## src/rtl/core/assert_macros.svh

```systemverilog
// Assertion macros shared by the ring allocator RTL.
// No dependencies; included by files that carry concurrent checks.
`ifndef ASSERT_MACROS_SVH
`define ASSERT_MACROS_SVH

// Clocked check, disabled while reset is asserted (active-low reset).
`define VRRA_ASSERT(lbl, clk, rst_n, prop, msg) \
    lbl: assert property (@(posedge clk) disable iff (!(rst_n)) (prop)) \
        else $error(msg);

// Clocked check that also holds during reset.
`define VRRA_ASSERT_ALWAYS(lbl, clk, prop, msg) \
    lbl: assert property (@(posedge clk) (prop)) \
        else $error(msg);

`endif

```

## src/rtl/core/vrra_pkg.sv

```systemverilog
// Package for the variable record ring allocator: mode and status codes,
// decoded operation, controller state type and the controller command struct.
// No dependencies.
`timescale 1ns / 1ps

package vrra_pkg;

    localparam int MODE_W   = 3;
    localparam int COUNT_W  = 11;
    localparam int OFFSET_W = 10;
    localparam int STATUS_W = 2;

    // Request modes on the input channel
    localparam logic [MODE_W-1:0] MODE_ALLOC     = 3'd0;
    localparam logic [MODE_W-1:0] MODE_COMMIT_WR = 3'd1;
    localparam logic [MODE_W-1:0] MODE_PEEK      = 3'd2;
    localparam logic [MODE_W-1:0] MODE_READ      = 3'd3;
    localparam logic [MODE_W-1:0] MODE_COMMIT_RD = 3'd4;

    // Result status codes
    localparam logic [STATUS_W-1:0] STATUS_OK       = 2'd0;
    localparam logic [STATUS_W-1:0] STATUS_NO_SPACE = 2'd1;
    localparam logic [STATUS_W-1:0] STATUS_NO_DATA  = 2'd2;

    typedef enum logic [2:0] {
        OP_NONE,
        OP_ALLOC,
        OP_COMMIT_WR,
        OP_PEEK,
        OP_READ,
        OP_COMMIT_RD
    } t_op;

    // Output register occupancy
    typedef enum logic {
        S_EMPTY,
        S_FULL
    } t_state;

    typedef struct packed {
        logic load;   // item accepted this cycle: update state, load result
        t_op  op;
    } t_cmd;

endpackage

```

## src/rtl/core/vrra_ctrl.sv

```systemverilog
// Controller of the ring allocator: input/output handshake, result register
// occupancy and mode decode. Depends on vrra_pkg and assert_macros.svh.
`timescale 1ns / 1ps
`include "assert_macros.svh"

module vrra_ctrl
    import vrra_pkg::*;
(
    input  logic              i_clk,
    input  logic              i_rst_n,
    input  logic              i_in_valid,
    output logic              o_in_stall,
    input  logic [MODE_W-1:0] i_mode,
    output logic              o_out_valid,
    input  logic              i_out_stall,
    output t_cmd              o_cmd
);

    t_state r_state;
    t_state n_state;
    logic   accept;

    // Result register can be refilled in the same cycle it drains
    assign o_in_stall = (r_state == S_FULL) && i_out_stall;
    assign accept     = i_in_valid && !o_in_stall;

    always_ff @(posedge i_clk) begin
        if (!i_rst_n) begin
            r_state <= S_EMPTY;
        end else begin
            r_state <= n_state;
        end
    end

    always_comb begin
        n_state = r_state;
        unique case (r_state)
            S_EMPTY: begin
                if (accept) begin
                    n_state = S_FULL;
                end
            end
            S_FULL: begin
                if (accept) begin
                    n_state = S_FULL;
                end else if (!i_out_stall) begin
                    n_state = S_EMPTY;
                end
            end
            default: begin
                n_state = S_EMPTY;
            end
        endcase
    end

    always_comb begin
        o_out_valid = (r_state == S_FULL);
        o_cmd.load  = accept;
        unique case (i_mode)
            MODE_ALLOC:     o_cmd.op = OP_ALLOC;
            MODE_COMMIT_WR: o_cmd.op = OP_COMMIT_WR;
            MODE_PEEK:      o_cmd.op = OP_PEEK;
            MODE_READ:      o_cmd.op = OP_READ;
            MODE_COMMIT_RD: o_cmd.op = OP_COMMIT_RD;
            default:        o_cmd.op = OP_NONE;
        endcase
    end

    `VRRA_ASSERT(a_load_gives_result, i_clk, i_rst_n, o_cmd.load |=> o_out_valid, "accepted item produced no result")

endmodule

```

## src/rtl/core/vrra_dp.sv

```systemverilog
// Datapath of the ring allocator: indices, pending counts, credit counts and
// the result register. Depends on vrra_pkg and assert_macros.svh.
`timescale 1ns / 1ps
`include "assert_macros.svh"

module vrra_dp
    import vrra_pkg::*;
#(
    parameter int RING_BLOCKS = 1024
)
(
    input  logic                i_clk,
    input  logic                i_rst_n,
    input  t_cmd                i_cmd,
    input  logic [COUNT_W-1:0]  i_block_count,
    output logic [OFFSET_W-1:0] o_offset,
    output logic [STATUS_W-1:0] o_status
);

    // Every count and index stays within 0..RING_BLOCKS
    localparam int CW = $clog2(RING_BLOCKS + 1);
    // Arithmetic width: holds RING_BLOCKS plus a full block_count
    localparam int AW = ((CW > COUNT_W) ? CW : COUNT_W) + 1;
    localparam logic [AW-1:0] RING_A = AW'(RING_BLOCKS);
    localparam logic [CW-1:0] RING_C = CW'(RING_BLOCKS);

    logic [CW-1:0] r_write_index, n_write_index;
    logic [CW-1:0] r_read_index,  n_read_index;
    logic [CW-1:0] r_wrap_index,  n_wrap_index;
    logic [CW-1:0] r_pend_wr,     n_pend_wr;
    logic [CW-1:0] r_pend_rd,     n_pend_rd;
    logic [CW-1:0] r_peeked,      n_peeked;
    logic [CW-1:0] r_free,        n_free;
    logic [CW-1:0] r_filled,      n_filled;
    logic [OFFSET_W-1:0] r_offset, n_offset;
    logic [STATUS_W-1:0] r_status, n_status;

    logic [AW-1:0] cnt;
    logic [AW-1:0] left;
    logic          wraps;
    logic [AW-1:0] need;
    logic          alloc_ok;
    logic          over_peek;
    logic [AW-1:0] extra;
    logic          data_ok;
    logic          rd_wrap;
    logic [AW-1:0] rd_base;
    logic [AW-1:0] pend_rd_base;
    logic [AW-1:0] rd_end;
    logic [AW-1:0] rel_sum;
    logic [CW-1:0] off_idx;
    logic [31:0]   off_wide;

    always_comb begin
        cnt   = AW'(i_block_count);
        left  = RING_A - AW'(r_write_index);
        wraps = left < cnt;
        need  = wraps ? (left + cnt) : cnt;
        alloc_ok = (cnt <= RING_A) && (need <= AW'(r_free));

        over_peek = cnt > AW'(r_peeked);
        extra     = cnt - AW'(r_peeked);
        data_ok   = !(over_peek && (extra > AW'(r_filled)));

        // Reader passes the wrap point: hand back the skipped tail
        rd_wrap      = r_read_index >= r_wrap_index;
        rd_base      = rd_wrap ? '0 : AW'(r_read_index);
        pend_rd_base = rd_wrap ? (AW'(r_pend_rd) + RING_A - AW'(r_wrap_index))
                               : AW'(r_pend_rd);
        rd_end       = rd_base + cnt;
        rel_sum      = AW'(r_free) + AW'(r_pend_rd);
    end

    always_comb begin
        n_write_index = r_write_index;
        n_read_index  = r_read_index;
        n_wrap_index  = r_wrap_index;
        n_pend_wr     = r_pend_wr;
        n_pend_rd     = r_pend_rd;
        n_peeked      = r_peeked;
        n_free        = r_free;
        n_filled      = r_filled;
        n_status      = STATUS_OK;
        off_idx       = '0;

        case (i_cmd.op)
            OP_ALLOC: begin
                if (!alloc_ok) begin
                    n_status = STATUS_NO_SPACE;
                end else begin
                    n_free = CW'(AW'(r_free) - need);
                    if (wraps) begin
                        n_wrap_index  = r_write_index;
                        n_write_index = CW'(cnt);
                        off_idx       = '0;
                    end else begin
                        n_write_index = CW'(AW'(r_write_index) + cnt);
                        off_idx       = r_write_index;
                    end
                    n_pend_wr = CW'(AW'(r_pend_wr) + cnt);
                end
            end
            OP_COMMIT_WR: begin
                n_filled  = CW'(AW'(r_filled) + AW'(r_pend_wr));
                n_pend_wr = '0;
            end
            OP_PEEK: begin
                if (!data_ok) begin
                    n_status = STATUS_NO_DATA;
                end else begin
                    if (over_peek) begin
                        n_filled = CW'(AW'(r_filled) - extra);
                        n_peeked = CW'(cnt);
                    end
                    if (rd_wrap) begin
                        n_read_index = '0;
                        n_wrap_index = RING_C;
                    end
                    n_pend_rd = CW'(pend_rd_base);
                    off_idx   = CW'(rd_base);
                end
            end
            OP_READ: begin
                if (!data_ok) begin
                    n_status = STATUS_NO_DATA;
                end else begin
                    if (over_peek) begin
                        n_filled = CW'(AW'(r_filled) - extra);
                    end
                    if (rd_wrap) begin
                        n_wrap_index = RING_C;
                    end
                    // Read index saturates at the end of the ring
                    n_read_index = (rd_end > RING_A) ? RING_C : CW'(rd_end);
                    n_pend_rd    = CW'(pend_rd_base + cnt);
                    n_peeked     = '0;
                    off_idx      = CW'(rd_base);
                end
            end
            OP_COMMIT_RD: begin
                n_free    = (rel_sum > RING_A) ? RING_C : CW'(rel_sum);
                n_pend_rd = '0;
            end
            default: begin
                n_status = STATUS_OK;
            end
        endcase

        off_wide = 32'(off_idx);
        n_offset = off_wide[OFFSET_W-1:0];
    end

    always_ff @(posedge i_clk) begin
        if (!i_rst_n) begin
            r_write_index <= '0;
            r_read_index  <= '0;
            r_wrap_index  <= RING_C;
            r_pend_wr     <= '0;
            r_pend_rd     <= '0;
            r_peeked      <= '0;
            r_free        <= RING_C;
            r_filled      <= '0;
        end else if (i_cmd.load) begin
            r_write_index <= n_write_index;
            r_read_index  <= n_read_index;
            r_wrap_index  <= n_wrap_index;
            r_pend_wr     <= n_pend_wr;
            r_pend_rd     <= n_pend_rd;
            r_peeked      <= n_peeked;
            r_free        <= n_free;
            r_filled      <= n_filled;
        end
    end

    // Result register, no reset needed
    always_ff @(posedge i_clk) begin
        if (i_cmd.load) begin
            r_offset <= n_offset;
            r_status <= n_status;
        end
    end

    assign o_offset = r_offset;
    assign o_status = r_status;

    `VRRA_ASSERT(a_free_bound, i_clk, i_rst_n, r_free <= RING_C, "free credits exceed ring size")
    `VRRA_ASSERT(a_index_bound, i_clk, i_rst_n, (r_write_index <= RING_C) && (r_read_index <= RING_C) && (r_wrap_index <= RING_C), "ring index out of range")
    `VRRA_ASSERT(a_fail_holds, i_clk, i_rst_n, (i_cmd.load && (n_status != STATUS_OK)) |=> ($stable(r_free) && $stable(r_filled) && $stable(r_write_index) && $stable(r_read_index)), "failed request changed state")

endmodule

```

## src/rtl/core/variable_record_ring_allocator_top.sv

```systemverilog
// Variable record ring allocator, top level. Depends on vrra_pkg, vrra_ctrl, vrra_dp.
// A result appears in the output register in the cycle after its item is accepted.
// Throughput: 1 item per cycle unless stalled; each item's state updates all at once.
// The input stalls only while the result register is full and the output is stalled.
// Reset (synchronous, active low): indices, pending and filled counts clear, wrap point
// and free count go to the ring size, the result register empties.
`timescale 1ns / 1ps

module variable_record_ring_allocator_top
    import vrra_pkg::*;
#(
    parameter int RING_BLOCKS = 1024
)
(
    input  logic                i_clk,
    input  logic                i_rst_n,
    // request channel
    input  logic                i_in_valid,
    output logic                o_in_stall,
    input  logic [MODE_W-1:0]   i_mode,
    input  logic [COUNT_W-1:0]  i_block_count,
    // result channel
    output logic                o_out_valid,
    input  logic                i_out_stall,
    output logic [OFFSET_W-1:0] o_offset,
    output logic [STATUS_W-1:0] o_status
);

    // Controller to datapath: one load strobe per accepted item plus the decoded op
    t_cmd cmd;

    // Handshake, result-register occupancy and mode decode
    vrra_ctrl u_ctrl (
        .i_clk       (i_clk),
        .i_rst_n     (i_rst_n),
        .i_in_valid  (i_in_valid),
        .o_in_stall  (o_in_stall),
        .i_mode      (i_mode),
        .o_out_valid (o_out_valid),
        .i_out_stall (i_out_stall),
        .o_cmd       (cmd)
    );

    // Ring bookkeeping: allocate charges free credits (plus the skipped tail on a
    // wrap), commits move pending counts into credit counts, peek/read charge
    // filled credits beyond what is already peeked.
    vrra_dp #(
        .RING_BLOCKS (RING_BLOCKS)
    ) u_dp (
        .i_clk         (i_clk),
        .i_rst_n       (i_rst_n),
        .i_cmd         (cmd),
        .i_block_count (i_block_count),
        .o_offset      (o_offset),
        .o_status      (o_status)
    );

endmodule
```

## config.mk

```make
export PLATFORM = sky130hd
export DESIGN_NAME = variable_record_ring_allocator_top
export DESIGN_NICKNAME = d
export VERILOG_FILES = /design/src/rtl/core/vrra_pkg.sv /design/src/rtl/core/vrra_ctrl.sv /design/src/rtl/core/vrra_dp.sv /design/src/rtl/core/variable_record_ring_allocator_top.sv
export VERILOG_INCLUDE_DIRS = /design/src /design/src/rtl/core
export SDC_FILE = /design/constraint.sdc
export NUM_CORES = 1
export LEC_CHECK = 0
export BUFFER_PORTS_ARGS = -buffer_cell sky130_fd_sc_hd__buf_2
export CORE_ASPECT_RATIO = 1.2
export CORE_MARGIN = 4
export CORE_UTILIZATION = 45
export CTS_BUF_LIST = sky130_fd_sc_hd__clkbuf_2
export DETAILED_ROUTE_END_ITERATION = 10
export HOLD_SLACK_MARGIN = 0.05
export SYNTH_ARGS = -nofsm -noshare
export SYNTH_HDL_FRONTEND = slang
export SYNTH_HIERARCHICAL = 1
export SYNTH_SLANG_ARGS = --single-unit
```

## constraint.sdc

```tcl
create_clock -name i_clk -period 7.9 [get_ports i_clk]
set_clock_uncertainty 0.15 [all_clocks]
set_input_delay 1.58 -clock i_clk [delete_from_list [all_inputs] [get_ports i_clk]]
set_output_delay 1.58 -clock i_clk [all_outputs]
set_load 0.05 [all_outputs]
```

# Yosys cells after proc, flatten, opt, wreduce, memory -nomap -nowiden

Cells that the tools add are included.
Widths: inputs -> output; s select.

Bits in registers: 101
Output and inout bits: 14

Bitwise gates (word level): 1
Mux-type cells: 41
Equality and inequality tests: 18
$add $sub $neg: 13
Reduce and logical (&&, ||, !) cells: 21
Magnitude comparators: 8

Operator list:

| kind                   | count |
|---|---|
| $mux 11                | 21 |
| $pmux 11 s2            | 6 |
| $add 11x11->11         | 4 |
| $pmux 11 s3            | 1 |
| $sub 11x11->11         | 3 |
| $mux 10                | 3 |
| $add 11x11->12         | 2 |
| $gt 12x11->1 const B   | 2 |
| $pmux 10 s2            | 1 |
| $pmux 3 s5             | 1 |
| $add 12x11->12         | 1 |
| $eq 3x2->1 const B     | 4 |
| $gt 12x11->1           | 1 |
| $le 12x11->1           | 1 |
| $lt 12x11->1           | 1 |
| $mux 12                | 1 |
| $ne 2x1->1 const B     | 6 |
| $sub 11x11->12         | 1 |
| $sub 11x11->12 const A | 1 |
| $add 11x11->11 const B | 1 |
| $ge 11x11->1           | 1 |
| $gt 11x11->1           | 1 |
| $le 11x11->1 const B   | 1 |
| $reduce_and 5->1       | 2 |
| other kinds (17)       | 35 |

# Longest topological paths before layout

Depth after elaboration: 7
Gate-level depth with buffers: 25
Gate-level depth less buffers: 22

# By module

Netlist, hierarchy kept.

By module, submodules not included:

| module    | times used | cells each | sequential area each (um2) | area an instance (um2) |
|---|---|---|---|---|
| vrra_dp   | 1          | 1344       | 2122.0                     | 10716.5 |
| vrra_ctrl | 1          | 11         | 20.0                       | 83.8 |

# Worst setup path after synthesis

No wires, ideal clock.

Path kind: input -> register
Start point: input port i_block_count[10]
End point: register u_dp.r_pend_wr[2]
Path slack: 1.890 ns
Data required time: 7.680 ns
Stages: 19
Arrival: 5.790 ns
Path buffers: 4
Cell sequence: clkbuf_1 > clkinv_1 > ha_1 > nand4b_1 > a221o_1 > and2_1 > buf_4 > buf_2 > a21o_1 > ha_1 > clkbuf_1 > a21oi_1 > nor2b_1 > o21ai_0 > or4b_1 > a21oi_2 > o2111ai_4 > or4_1 > a21oi_1

Word-level cells in the longest chain between the ends: 6
Elaborated cells on any way between the ends: 8
Those cells by class: 1 x add/sub; 3 x order compare; 1 x eq/ne; 1 x mux; 2 x reduce/logical

RTL lines:

| element                                               | line                                     | text |
|---|---|---|
| start: declaration                                    | variable_record_ring_allocator_top.sv:21 | `input logic [COUNT_W-1:0] i_block_count,` |
| $add 12x11->12 / $lt 12x11->1 (equally long branches) | vrra_dp.sv:58, vrra_dp.sv:57             |  |
| $mux 12                                               | vrra_dp.sv:58                            | `need = wraps ? (left + cnt) : cnt;` |
| $le 12x11->1                                          | vrra_dp.sv:59                            | `alloc_ok = (cnt <= RING_A) && (need <= AW'(r_free));` |
| $logic_and 1x1->1 *                                   | vrra_dp.sv:59                            |  |
| $ne 2x1->1 (no source line) *                         | --                                       |  |
| $reduce_and 3->1 (no source line) *                   | --                                       |  |
| end signal: assignment                                | vrra_dp.sv:167                           | `r_pend_wr <= n_pend_wr;` |
| end: declaration                                      | vrra_dp.sv:30                            | `logic [CW-1:0] r_pend_wr, n_pend_wr;` |

Every way passes the cells marked *; elsewhere a longest branch is shown, timed or not.
A chain may end at the register's enable or synchronous reset.

# Final worst setup path

Start point: register u_dp.r_write_index[1]
End point: register u_dp.r_write_index[0]

Word-level cells in the longest chain between the ends: 6
Elaborated cells on any way between the ends: 8
Those cells by class: 2 x add/sub; 2 x order compare; 2 x mux; 2 x reduce/logical

RTL lines:

| element                                               | line                         | text |
|---|---|---|
| start: declaration                                    | vrra_dp.sv:27                | `logic [CW-1:0] r_write_index, n_write_index;` |
| start signal: assignment                              | vrra_dp.sv:164               | `r_write_index <= n_write_index;` |
| $sub 11x11->12 *                                      | vrra_dp.sv:56                | `left = RING_A - AW'(r_write_index);` |
| $add 12x11->12 / $lt 12x11->1 (equally long branches) | vrra_dp.sv:58, vrra_dp.sv:57 |  |
| $mux 12                                               | vrra_dp.sv:58                |  |
| $le 12x11->1                                          | vrra_dp.sv:59                |  |
| $logic_and 1x1->1                                     | vrra_dp.sv:59                |  |
| $reduce_and 3->1 (no source line)                     | --                           |  |

Marked as above.

==> results.json <==
{
  "ff2ff_setup_slack_ps": 1430,
  "cts_tree": "built",
  "avgRoutedWirePerCell_um": 19.0,
  "dr_total_vias": 9965,
  "routabilityCongestion": 0.907,
  "slew_headroom": 0.360,
  "cp_max_fo": 18,
  "rsz0062_at_grt": "false",
  "dieArea_um2": 26600,
  "setup-violations-final": 0,
  "cp-end-kind": "flop",
  "syn_nets": 1543,
  "cp_top_family": "compound AO/OA/AOI/OAI gates",
  "period_share": 0.820,
  "grt_pass1_vias": 9461,
  "min_path_type": "reg -> reg",
  "synth_xor_area_frac": 0.0706,
  "maxCapViolCount": 0,
  "synth_seq_cells": 101,
  "antenna_found_initial": 1,
  "ys_warn_count": 6,
  "path_cells": "inv_1 -> ha_1 -> or4bb_1 -> nor3_1 -> xor2_1 -> ha_1 -> a221oi_4 -> and2_1 -> nor2_1 -> a21o_1 -> ha_1 -> a21oi_1 -> nor2b_1 -> o21ai_0 -> or4b_1 -> a21oi_2 -> o2111a_1 -> buf_4 -> o211ai_1 -> a21oi_1",
  "antenna_left": 0,
  "async_reset_ff_frac": 0,
  "syn_area_per_cell_um2": 7.97,
  "cp.buffers_inverters": 2,
  "synth_fa_ha_area_frac": 0.204,
  "status": "finished clean",
  "first_iter_violations": 669,
  "fin_crit_ps": 6470,
  "cp.required_ps": 8350,
  "dp_hpwl_um": 24500,
  "drt_first_pass_iters": 5,
  "cpMaxStageDelayCell": "o2111a_1",
  "worst_pin_slew_ps": 957,
  "synth_top_family_by_area": "compound AO/OA/AOI/OAI gates",
  "synth_area_leaders": "ha_1, dfxtp_1, a21oi_1, xnor2_1, nor2_1",
  "slew_violations": 0,
  "synth_top_area_share": 0.185,
  "via_per_inst": 5.91,
  "ys_dominant_reg_cell": "dfxtp_1",
  "final_layout_size_suffix_gt1_frac": 0.0693,
  "grt_max_degree": 50,
  "synth_edf_count": 12,
  "fmax_mhz": 154,
  "port_buffers": 31,
  "synth_cells": 1355,
  "cts.repair.resized": 0,
  "rows": 61,
  "clock_sink_count": 101,
  "htree_levels": 3,
  "ctsHoldBuffers": 0,
  "slowest_delay_ps": 790,
  "cpMostUsedCell": "ha_1",
  "clk_latency_ps": 670,
  "cts_root_buffer": "clkbuf_2",
  "netlist_area_um2": 10800,
  "yosysTopAreaCell": "ha_1",
  "yosysMostFrequentCell": "ha_1",
  "ys_seq_area_frac": 0.198,
  "grtUsageTotal": 0.241,
  "final_hold_viol_count": 0,
  "cts.clk_slew.worst_paths_ps": 280,
  "areaGrowthSynthToFinish_pct": 5.13,
  "core_area_um2": 23400,
  "postCtsSetupRepairBufs": 0,
  "critical_path_class": "reg -> reg",
  "io_pins": 32,
  "grt_first_pass_wirelength_um": 50300,
  "crit_arrival_ps": 6920,
  "overflow": 0,
  "tns_ps": 0,
  "die_x_um": 149,
  "die_y_um": 178,
  "critPathLaunchType": "flop",
  "numCtsBuffers": 9,
  "synth_mux_area_frac": 0.0204,
  "ys_top_cells_by_count": "ha_1, nor2_1, a21oi_1, inv_1, dfxtp_1",
  "drc": 0,
  "synth_simple_gate_area_frac": 0.199,
  "wl_um": 32100,
  "start_util": 0.461,
  "num-nets-final": 1554,
  "ys_types": 86,
  "synth_compound_area_frac": 0.250,
  "cts_max_path_buffers": 2
}
logic make-up (layout without fill, tap and decap cells):
group           after synthesis  after routing
compound gates              392            392
xor+xnor                     87             87
fa+ha+maj                   170            170
buf+inv                     157            173
flops                       101            101
mux                          21             21
other cells                   0              1
simple gates                427            427
worst reg2reg max path: stages (launching register included):
cell      delay, ps
dfxtp_1         480
inv_1           150
ha_1            260
or4bb_1         550
nor3_1          190
xor2_1          270
ha_1            370
a221oi_4        350
and2_1          490
nor2_1           90
a21o_1          190
ha_1            370
a21oi_1         170
nor2b_1          60
o21ai_0         150
or4b_1          500
a21oi_2         350
o2111a_1        790
buf_4           270
o211ai_1         90
a21oi_1         150
per-stage QoR:
stage           util  hold WS (ps)  cells  area (um^2)  worst slack, ps
2_1_floorplan      -           282   1355        10800             1890
3_3_place_gp   0.480           289   1670        11300             1090
3_5_place_dp   0.480           298   1670        11300             1030
4_1_cts        0.484           323   1686        11400             1440
5_1_grt        0.485           341   1687        11400              999
6_report       0.485           324   1687        11400             1430
cells in the final DEF, fill, tap and decap left out, drive strengths merged, types with 32 or more instances in the layout:
cell / count
ha: 160
inv: 112
nand3: 48
buf: 47
dfxtp: 89
xor2: 32
nor2: 120
xnor2: 55
a21oi: 119
nor3: 40
o21ai: 66
nand2: 83
metal layers:
| layer | GRT usage | vias up | share of wire | wire length, um |
|---|---|---|---|---|
| met5 | 0 | - | 0 | 0 |
| met1 | 0.324 | 4699 | 0.46 | 14700 |
| met3 | 0.0307 | 52 | 0.054 | 1720 |
| met2 | 0.394 | 250 | 0.46 | 14600 |
| met4 | 0.0893 | 0 | 0.032 | 1030 |
| li1 | - | 4964 | - | - |
registers in the layout, indices dropped and copies added, names as in the netlist:
register            cells
u_ctrl/o_out_valid      1
u_dp/r_free            11
u_dp/r_peeked          11
u_dp/o_offset          10
u_dp/r_filled          11
u_dp/r_read_index      11
u_dp/r_pend_rd         11
u_dp/r_write_index     11
u_dp/r_pend_wr         11
u_dp/o_status           2
u_dp/r_wrap_index      11
path summary, 6_finish.rpt:
kind	from	endpoint	cells past startpoint
min	u_dp/r_peeked[6]$_SDFFE_PN0P_	u_dp/r_peeked[6]$_SDFFE_PN0P_	2
min reg2reg	u_dp/r_peeked[6]$_SDFFE_PN0P_	u_dp/r_peeked[6]$_SDFFE_PN0P_	2
max reg2reg	u_dp/r_write_index[1]$_SDFFE_PN0P_	u_dp/r_write_index[0]$_SDFFE_PN0P_	20
max	u_dp/r_write_index[1]$_SDFFE_PN0P_	u_dp/r_write_index[0]$_SDFFE_PN0P_	20
area by class of cell:
| class | instances | area, um^2 |
|---|---|---|
| fillers | 2405 | 12100 |
| multi-input cells | 1097 | 8030 |
| flip-flops and latches | 101 | 2140 |
| inverters | 110 | 413 |
| well taps | 315 | 394 |
| repair buffers | 47 | 275 |
| clock buffers | 10 | 50.0 |
| clock inverters | 6 | 45.0 |
| diodes | 1 | 2.50 |
Power is left out: the tool's default activity adds up to more than one toggle a clock period on the data nets, which glitch-free logic cannot reach.
